[config.mk]
export PLATFORM = sky130hd
export DESIGN_NAME = wildcard_pattern_matcher_flat
export DESIGN_NICKNAME = d
export VERILOG_FILES = /design/src/hdl/wpm_pkg.sv /design/src/hdl/wpm_ifs.sv /design/src/hdl/wildcard_pattern_matcher.sv /design/src/hdl/wpm_ctrl.sv /design/src/hdl/wpm_datapath.sv /design/src/flat_wrapper.sv
export SDC_FILE = /design/constraint.sdc
export NUM_CORES = 1
export LEC_CHECK = 0
export BUFFER_PORTS_ARGS = -buffer_cell sky130_fd_sc_hd__buf_2
export CORE_ASPECT_RATIO = 0.75
export CORE_MARGIN = 8
export CORE_UTILIZATION = 30
export CTS_CLUSTER_SIZE = 30
export DETAILED_ROUTE_END_ITERATION = 7
export GPL_TIMING_DRIVEN = 0
export PLACE_DENSITY = 0.54
export SLEW_MARGIN = 25
export SYNTH_ARGS = -nofsm -noshare
export SYNTH_HDL_FRONTEND = slang
export SYNTH_SLANG_ARGS = --single-unit
[constraint.sdc]
create_clock -name clk -period 3.79 [get_ports clk]
set_clock_uncertainty 0.05 [all_clocks]
set_input_delay 0.1895 -clock clk [delete_from_list [all_inputs] [get_ports clk]]
set_output_delay 0.1895 -clock clk [all_outputs]
set_load 0.02 [all_outputs]
[src/hdl/wpm_pkg.sv]
`timescale 1ns / 1ps
// Shared types and constants for the wildcard pattern matcher.
// No dependencies; the other design files, apart from wpm_ifs, refer to this package by scoped names.
package wpm_pkg;

	// Item function codes carried in the func field of an input beat
	typedef enum logic [1:0] {
		FUNC_CLEAR  = 2'd0,
		FUNC_APPEND = 2'd1,
		FUNC_TEXT   = 2'd2,
		FUNC_END    = 2'd3
	} func_t;

	// Wildcard symbols in the pattern
	localparam logic [7:0] SYM_STAR = 8'd42;
	localparam logic [7:0] SYM_ANY  = 8'd63;

	// Commands from the controller to the datapath
	typedef struct packed {
		logic clear_pat;  // empty the pattern, clear overflow, rearm
		logic append;     // store one pattern symbol, rearm
		logic start;      // begin a sweep over the pattern
		logic text_mode;  // with start: the sweep consumes a text byte
		logic issue;      // read the next pattern position
		logic finish;     // close the sweep: commit or report
	} dp_cmd_t;

	// Status from the datapath to the controller
	typedef struct packed {
		logic len_zero;    // pattern is empty
		logic last_issue;  // the read being issued is the last position
	} dp_stat_t;

endpackage

[src/hdl/wpm_ifs.sv]
`timescale 1ns / 1ps
// Valid/ready channel interfaces for the wildcard pattern matcher.
// Depends on nothing; the input beat and the result beat have their own interface.
interface wpm_item_if;
	logic       valid;
	logic       ready;
	logic [1:0] func;
	logic [7:0] symbol;

	modport source (output valid, output func, output symbol, input ready);
	modport sink   (input valid, input func, input symbol, output ready);
endinterface

interface wpm_result_if;
	logic valid;
	logic ready;
	logic matched;
	logic overflow;

	modport source (output valid, output matched, output overflow, input ready);
	modport sink   (input valid, input matched, input overflow, output ready);
endinterface

[src/hdl/wildcard_pattern_matcher.sv]
`timescale 1ns / 1ps
// Top level of the wildcard pattern matcher: controller plus datapath.
// Depends on wpm_pkg, wpm_ifs, wpm_ctrl and wpm_datapath.
//
// Usage:
//   items   - input beats {func, symbol}: clear pattern, append a pattern
//             symbol ('*' any run, '?' any byte), text byte, end of string.
//   results - one beat {matched, overflow} per end-of-string item.
// Clear and append beats finish in the state that accepts them. A text byte
// or an end item walks the stored pattern one position per cycle through
// the pattern memory, then passes the drain and finish states; with an
// empty pattern it goes straight to finish. The result beat appears the cycle
// after an end item finishes and is held in an output register until taken.
// While a result waits, further beats are accepted only in the cycle that
// the receiver takes it; otherwise items.ready stays low.
// Reset empties the pattern, clears overflow and arms the first string; the
// pattern memory contents are not cleared, only its length.
// Appends past MAX_PATTERN symbols are dropped and flag overflow until the
// next clear; matched is then reported as 0.
module wildcard_pattern_matcher #(
	parameter int MAX_PATTERN = 64
) (
	input  logic         clk,
	input  logic         arst_n,
	wpm_item_if.sink     items,
	wpm_result_if.source results
);

	wpm_pkg::dp_cmd_t  cmd;
	wpm_pkg::dp_stat_t stat;

	wpm_ctrl u_ctrl (
		.clk       (clk),
		.arst_n    (arst_n),
		.in_valid  (items.valid),
		.in_func   (items.func),
		.in_ready  (items.ready),
		.out_ready (results.ready),
		.out_valid (results.valid),
		.stat      (stat),
		.cmd       (cmd)
	);

	wpm_datapath #(
		.MAX_PATTERN (MAX_PATTERN)
	) u_datapath (
		.clk      (clk),
		.arst_n   (arst_n),
		.symbol   (items.symbol),
		.cmd      (cmd),
		.stat     (stat),
		.matched  (results.matched),
		.overflow (results.overflow)
	);

	// No beat is taken while the pattern sweep runs
	a_no_accept_in_sweep: assert property (@(posedge clk) disable iff (!arst_n)
		cmd.issue |-> !items.ready)
		else $error("input accepted during pattern sweep");

	// The sweep stops right after the last position is read
	a_sweep_stops: assert property (@(posedge clk) disable iff (!arst_n)
		(cmd.issue && stat.last_issue) |=> !cmd.issue)
		else $error("sweep ran past the pattern length");

	// At most one datapath command per cycle
	a_one_cmd: assert property (@(posedge clk) disable iff (!arst_n)
		$onehot0({cmd.clear_pat, cmd.append, cmd.start, cmd.issue, cmd.finish}))
		else $error("conflicting datapath commands");

	// An overflowed pattern never reports a match
	a_overflow_no_match: assert property (@(posedge clk) disable iff (!arst_n)
		(results.valid && results.overflow) |-> !results.matched)
		else $error("match reported with overflow");

endmodule

[src/hdl/wpm_ctrl.sv]
`timescale 1ns / 1ps
// Controller for the wildcard pattern matcher: sequences each input beat
// into datapath commands and owns the result valid flag. Uses wpm_pkg.
module wpm_ctrl (
	input  logic              clk,
	input  logic              arst_n,
	input  logic              in_valid,
	input  logic [1:0]        in_func,
	output logic              in_ready,
	input  logic              out_ready,
	output logic              out_valid,
	input  wpm_pkg::dp_stat_t stat,
	output wpm_pkg::dp_cmd_t  cmd
);

	typedef enum logic [1:0] {
		ST_IDLE,
		ST_SWEEP,
		ST_DRAIN,
		ST_FINISH
	} state_t;

	state_t         state_q;
	state_t         state_d;
	logic           end_q;
	logic           out_valid_q;
	logic           accept;
	wpm_pkg::func_t func;

	assign func      = wpm_pkg::func_t'(in_func);
	assign in_ready  = (state_q == ST_IDLE) && (!out_valid_q || out_ready);
	assign accept    = in_valid && in_ready;
	assign out_valid = out_valid_q;

	// Decode commands and the next state
	always_comb begin
		cmd     = '0;
		state_d = state_q;
		case (state_q)
			ST_IDLE: begin
				if (accept) begin
					case (func)
						wpm_pkg::FUNC_CLEAR:  cmd.clear_pat = 1'b1;
						wpm_pkg::FUNC_APPEND: cmd.append = 1'b1;
						wpm_pkg::FUNC_TEXT: begin
							cmd.start     = 1'b1;
							cmd.text_mode = 1'b1;
							state_d       = stat.len_zero ? ST_FINISH : ST_SWEEP;
						end
						wpm_pkg::FUNC_END: begin
							cmd.start = 1'b1;
							state_d   = stat.len_zero ? ST_FINISH : ST_SWEEP;
						end
						default: cmd = '0;
					endcase
				end
			end
			ST_SWEEP: begin
				cmd.issue = 1'b1;
				if (stat.last_issue) begin
					state_d = ST_DRAIN;
				end
			end
			ST_DRAIN: state_d = ST_FINISH;
			ST_FINISH: begin
				cmd.finish = 1'b1;
				state_d    = ST_IDLE;
			end
			default: state_d = ST_IDLE;
		endcase
	end

	// Hold state, the item kind and the result valid flag
	always_ff @(posedge clk or negedge arst_n) begin
		if (!arst_n) begin
			state_q     <= ST_IDLE;
			end_q       <= 1'b0;
			out_valid_q <= 1'b0;
		end else begin
			state_q <= state_d;
			if (cmd.start) begin
				end_q <= !cmd.text_mode;
			end
			if (cmd.finish && end_q) begin
				out_valid_q <= 1'b1;
			end else if (out_ready) begin
				out_valid_q <= 1'b0;
			end
		end
	end

endmodule

[src/hdl/wpm_datapath.sv]
`timescale 1ns / 1ps
// Datapath for the wildcard pattern matcher: pattern memory, active position
// vectors and the one-position-per-cycle sweep. Uses wpm_pkg.
module wpm_datapath #(
	parameter int MAX_PATTERN = 64
) (
	input  logic              clk,
	input  logic              arst_n,
	input  logic [7:0]        symbol,
	input  wpm_pkg::dp_cmd_t  cmd,
	output wpm_pkg::dp_stat_t stat,
	output logic              matched,
	output logic              overflow
);

	localparam int LEN_W  = $clog2(MAX_PATTERN + 1);
	localparam int ADDR_W = (MAX_PATTERN > 1) ? $clog2(MAX_PATTERN) : 1;
	localparam int ACT_W  = MAX_PATTERN + 1;

	logic [7:0]       mem [MAX_PATTERN];
	logic [LEN_W-1:0] len_q;
	logic             too_long_q;
	logic [ACT_W-1:0] act_q;
	logic [ACT_W-1:0] nxt_q;
	logic             carry_q;
	logic             text_q;
	logic [7:0]       sym_q;
	logic [ADDR_W-1:0] rd_ptr_q;
	logic             proc_s1;
	logic [LEN_W-1:0] pos_s1;
	logic [7:0]       rd_data_s1;
	logic             matched_q;
	logic             overflow_q;

	logic             len_full;
	logic             pos_act;
	logic             is_star;
	logic             is_hit;

	assign len_full      = (len_q == LEN_W'(MAX_PATTERN));
	assign stat.len_zero = (len_q == '0);
	assign stat.last_issue = (LEN_W'(rd_ptr_q) == len_q - LEN_W'(1));

	// Position under evaluation, with star closure from the position before
	assign pos_act = act_q[pos_s1] | carry_q;
	assign is_star = (rd_data_s1 == wpm_pkg::SYM_STAR);
	assign is_hit  = (rd_data_s1 == wpm_pkg::SYM_ANY) || (rd_data_s1 == sym_q);

	// Pattern memory: write on append, registered read during the sweep
	always_ff @(posedge clk) begin
		if (cmd.append && !len_full) begin
			mem[len_q[ADDR_W-1:0]] <= symbol;
		end
		rd_data_s1 <= mem[rd_ptr_q];
		pos_s1     <= LEN_W'(rd_ptr_q);
	end

	// Control state: length, overflow flag, active positions, read stage valid
	always_ff @(posedge clk or negedge arst_n) begin
		if (!arst_n) begin
			len_q      <= '0;
			too_long_q <= 1'b0;
			act_q      <= ACT_W'(1);
			proc_s1    <= 1'b0;
		end else begin
			proc_s1 <= cmd.issue;
			if (cmd.clear_pat) begin
				len_q      <= '0;
				too_long_q <= 1'b0;
				act_q      <= ACT_W'(1);
			end else if (cmd.append) begin
				if (len_full) begin
					too_long_q <= 1'b1;
				end else begin
					len_q <= len_q + LEN_W'(1);
				end
				act_q <= ACT_W'(1);
			end else if (cmd.finish) begin
				act_q <= text_q ? nxt_q : ACT_W'(1);
			end
		end
	end

	// Sweep registers: read pointer, closure carry, the next active vector, item kind and text byte
	always_ff @(posedge clk) begin
		if (cmd.start) begin
			rd_ptr_q <= '0;
			carry_q  <= 1'b0;
			nxt_q    <= '0;
			text_q   <= cmd.text_mode;
			sym_q    <= symbol;
		end else begin
			if (cmd.issue) begin
				rd_ptr_q <= rd_ptr_q + ADDR_W'(1);
			end
			if (proc_s1) begin
				carry_q <= pos_act & is_star;
				if (text_q && pos_act && is_star) begin
					nxt_q[pos_s1] <= 1'b1;
				end
				if (text_q && pos_act && !is_star && is_hit) begin
					nxt_q[pos_s1 + LEN_W'(1)] <= 1'b1;
				end
			end
		end
	end

	// Result register: loaded when an end item finishes
	always_ff @(posedge clk) begin
		if (cmd.finish && !text_q) begin
			matched_q  <= !too_long_q && (act_q[len_q] | carry_q);
			overflow_q <= too_long_q;
		end
	end

	assign matched  = matched_q;
	assign overflow = overflow_q;

endmodule
[src/flat_wrapper.sv]
// flat-port wrapper written by rule: the top's interface ports become plain ports
module wildcard_pattern_matcher_flat 
#(
	parameter int MAX_PATTERN = 64
)
  (clk, arst_n, items_valid, items_func, items_symbol, items_ready, results_valid, results_matched, results_overflow, results_ready);
  wpm_item_if items_i ();
  wpm_result_if results_i ();
  input  logic clk;
  input  logic arst_n;
  input wire logic [$bits(items_i.valid)-1:0] items_valid;
  input wire logic [$bits(items_i.func)-1:0] items_func;
  input wire logic [$bits(items_i.symbol)-1:0] items_symbol;
  output wire logic [$bits(items_i.ready)-1:0] items_ready;
  output wire logic [$bits(results_i.valid)-1:0] results_valid;
  output wire logic [$bits(results_i.matched)-1:0] results_matched;
  output wire logic [$bits(results_i.overflow)-1:0] results_overflow;
  input wire logic [$bits(results_i.ready)-1:0] results_ready;
  assign items_i.valid = items_valid;
  assign items_i.func = items_func;
  assign items_i.symbol = items_symbol;
  assign items_ready = items_i.ready;
  assign results_valid = results_i.valid;
  assign results_matched = results_i.matched;
  assign results_overflow = results_i.overflow;
  assign results_i.ready = results_ready;
  wildcard_pattern_matcher #(.MAX_PATTERN(MAX_PATTERN)) u_core (.clk(clk), .arst_n(arst_n), .items(items_i), .results(results_i));
endmodule
==> results.sh <==
export IMPL_multi_input_comb_area_sq_um=9610
export IMPL_max_freq_ghz=0.270
export IMPL_startpoint="u_core.u_datapath.pos_s1[0]$_DFF_P_"
export IMPL_finalCoreUtilization_pct=35.5
export IMPL_track_usage_pct=15.2
export IMPL_drive_gt1_share_pct=21.8
export IMPL_powerDensity_nw_per_um2=661
export IMPL_firstDrtPassIters=6
export IMPL_vias=17800
export IMPL_tns_ns=0
export IMPL_avgViaCountPerCell=5.38
export IMPL_status="finished, final reports clean"
export IMPL_hold_viol=0
export IMPL_p_sw_mw=7.43
export IMPL_synth_top_cell_area_share_pct=54.1
export IMPL_ant_nets=0
export IMPL_dominantRegCellSynth="edfxtp_1"
export IMPL_final_area_sq_um=33900
export IMPL_drc=0
export IMPL_rsz0062_at_grt="no"
export IMPL_synth_fp_nets=1918
export IMPL_fin_crit_sh_pct=97.8
export IMPL_regArea_sq_um=19400
export IMPL_cp_required_ns=4.19
export IMPL_pwr_share_comb_pct=31.4
export IMPL_p_clk_share_pct=30.5
export IMPL_holdWs_ns=0.0841
export IMPL_yosysSeqAreaShare_pct=66.8
export IMPL_synth_distinct_cells=66
export IMPL_critPathArrivalTime_ns=4.11
export IMPL_synth_warnings=0
export IMPL_cp_max_fo=10
export IMPL_synth_edf_count=523
export IMPL_antennaDiodeCount=0
export IMPL_critPathKind="flip-flop to flip-flop"
export IMPL_drt_initial_drc_count=2097
export IMPL_cts_buffers=73
export IMPL_dp_cells=3165
export IMPL_clock_path_buffers=3
export IMPL_htree_levels=3
export IMPL_p_seq_share_pct=38.1
export IMPL_switching_share_pct=33.2
export IMPL_timing_rr_end="u_core.u_datapath.nxt_q[39]$_SDFFE_PP0P_"
export IMPL_fillCellCount=8982
export IMPL_clock_tree_root_cell="clkbuf_16"
export IMPL_slew_viol_final=0
export IMPL_setup_ws_ns=0.0822
export IMPL_area_growth_pct=16.8
export IMPL_fp_row_count=98
export IMPL_clkLatencyLatePin_ns=0.61
export IMPL_worstMarginPinSlew_ns=1.06
export IMPL_core_area_sq_um=95500
export IMPL_io_pins=18
export IMPL_dp_slack_ns=-1.86
export IMPL_p_int_mw=15.0
export IMPL_finalSetupViolCount=0
export IMPL_placed_area_sq_um=30700
export IMPL_synth_seq_cells=687
export IMPL_synthArstFlopShare_pct=11.4
export IMPL_max_cap_violations=0
export IMPL_synth_top_cell_by_area="edfxtp_1"
export IMPL_num_nets_final=2028
export IMPL_fin_crit_ns=3.71
export IMPL_grt_max_degree=66
export IMPL_r2r_cells=9
export IMPL_rrSetupSlack_ns=0.08
export IMPL_port_buffers=16
export IMPL_syn_area_sq_um=29000
export IMPL_netlist_instances=1895
export IMPL_dieArea_sq_um=107000
export IMPL_die_h_microns=285
export IMPL_leakage_nw=10.4
export IMPL_finalPower_mw=22.4
export IMPL_fin_cells=3308
export IMPL_grt_ovfl_total=0
export IMPL_avgSynthCellArea_sq_um=15.3
export IMPL_start_kind="flip-flop"
export IMPL_path_clk_slew_ns=0.06
export IMPL_dieWidth_microns=375
export IMPL_crit_path_end_kind="flip-flop"
export IMPL_hold_path_class="input pin to asynchronous set/reset pin"
export IMPL_antenna_found_initial=5
export IMPL_synthTopCellsByArea="edfxtp_1, mux4_2, dfrtp_1, dfxtp_1, nand3_1"
export IMPL_relSlewSlack_pct=29.2
export IMPL_wirelength_mm=82.8
export IMPL_start_util_pct=30.4
export IMPL_ir_worst_vdd_mv=0.436
export IMPL_gp_congestion=0.930
export IMPL_dpl_hpwl_mm=57.3
export IMPL_clock_sinks=687
export IMPL_grt_pass1_vias=17900
export IMPL_grt_pass1_wl_mm=122
export IMPL_r2r_start="u_core.u_datapath.pos_s1[0]$_DFF_P_"
export IMPL_cts_tree="built"
export IMPL_post_drt_wl_per_cell_microns=25.0
routing by layer:
| metal | routed length (microns) | track usage, % |
|---|---|---|
| met1 | 38800 | 23.3 |
| met2 | 35000 | 21.6 |
| met4 | 1700 | 3.63 |
| met3 | 7290 | 3.64 |
| met5 | 0 | 0 |
area by class of cell:
type	count	area share [%]
clock buffer	99	5.94
timing repair buffer	38	1.16
tap	1250	4.62
inverter	11	0.122
clock inverter	29	0.724
sequential	687	57.2
multi-input combinational	1058	28.4
buffer	136	1.87
cells in the final DEF, fill, tap and decap left out, types with 44 or more instances in the layout:
cell type  count
nand3_1       92
dfrtp_1       77
nand2_1      102
dfxtp_1       86
nand2b_1      75
a21oi_1       78
nor3_1        91
nor2_4        60
mux4_2       179
o21ai_0       96
edfxtp_1     523
nor2_1        44
clkbuf_16     75
clkbuf_1     101
synth_stat cells (11+ instances only):
master	number
o21ai_0	96
nand3_1	96
mux4_2	179
nand2_1	105
nor3_1	94
nand4_1	16
dfrtp_1	77
xnor2_1	14
a21oi_1	78
nand2b_1	75
nor2_1	106
dfxtp_1	86
buf_1	30
mux2_2	11
clkbuf_1	97
a32oi_1	15
nor2b_1	18
mux2i_1	19
edfxtp_1	523
power by group through the flow:
stage               clock, mW  sequential, mW  combinational [mW]
CTS                      6.96            8.50                7.01
global route             7.24            8.53                7.47
detailed placement          0            8.66                6.87
floorplan                   0            8.59                4.46
global placement            0            8.66                6.81
finish                   6.83            8.52                7.03
worst max-delay path: stages (launching register included):
cell and delay [ns]:
dfxtp_1 0.59, buf_6 0.26, mux4_2 0.51, mux2i_1 0.35, o32ai_1 0.17, or4_4 0.48, or3_4 0.46, clkbuf_1 0.25
o21ai_0 0.30, o21ai_0 0.14
registers in the layout, summed over array words and instances, names as in the netlist, 2 cells and up:
name,flops
u_core.u_ctrl.state_q,2
u_core.u_datapath.len_q,7
u_core.u_datapath.mem,512
u_core.u_datapath.pos_s1,6
u_core.u_datapath.rd_data_s1,8
u_core.u_datapath.rd_ptr_q,6
u_core.u_datapath.nxt_q,65
u_core.u_datapath.sym_q,8
u_core.u_datapath.act_q,65
kinds of logic after synthesis:
kind of cell,count (synthesis),synth area share (%)
compound gates,262,5.37
xor+xnor,23,0.694
fa+ha+maj,9,0.388
buf+inv,150,2.07
flops,687,66.8
mux,212,15.3
simple gates,552,9.41
worst max-delay path by stage:
stage                                                to  slack (ns)  cells past startpoint
2_1_floorplan    u_core.u_datapath.mem[50][0]$_DFFE_PP_        0.24                     10
3_3_place_gp     u_core.u_datapath.mem[63][2]$_DFFE_PP_       -1.86                     10
3_5_place_dp     u_core.u_datapath.mem[63][3]$_DFFE_PP_       -1.86                     10
4_1_cts          u_core.u_datapath.mem[57][0]$_DFFE_PP_       -0.14                     10
5_1_grt          u_core.u_datapath.mem[45][1]$_DFFE_PP_        0.02                     10
6_report       u_core.u_datapath.nxt_q[39]$_SDFFE_PP0P_        0.08                      9
what timing repair did:
| action | CTS | global route |
|---|---|---|
| setup endpoints to repair | 525 | 576 |
| pin swaps | 7 | 2 |
| setup buffers | 13 | 2 |
| hold buffers | 3 | 0 |
| gates resized for setup | 158 | 20 |
| endpoints found under the hold margin | 79 | 0 |
Power figures use the tool's default switching activity.
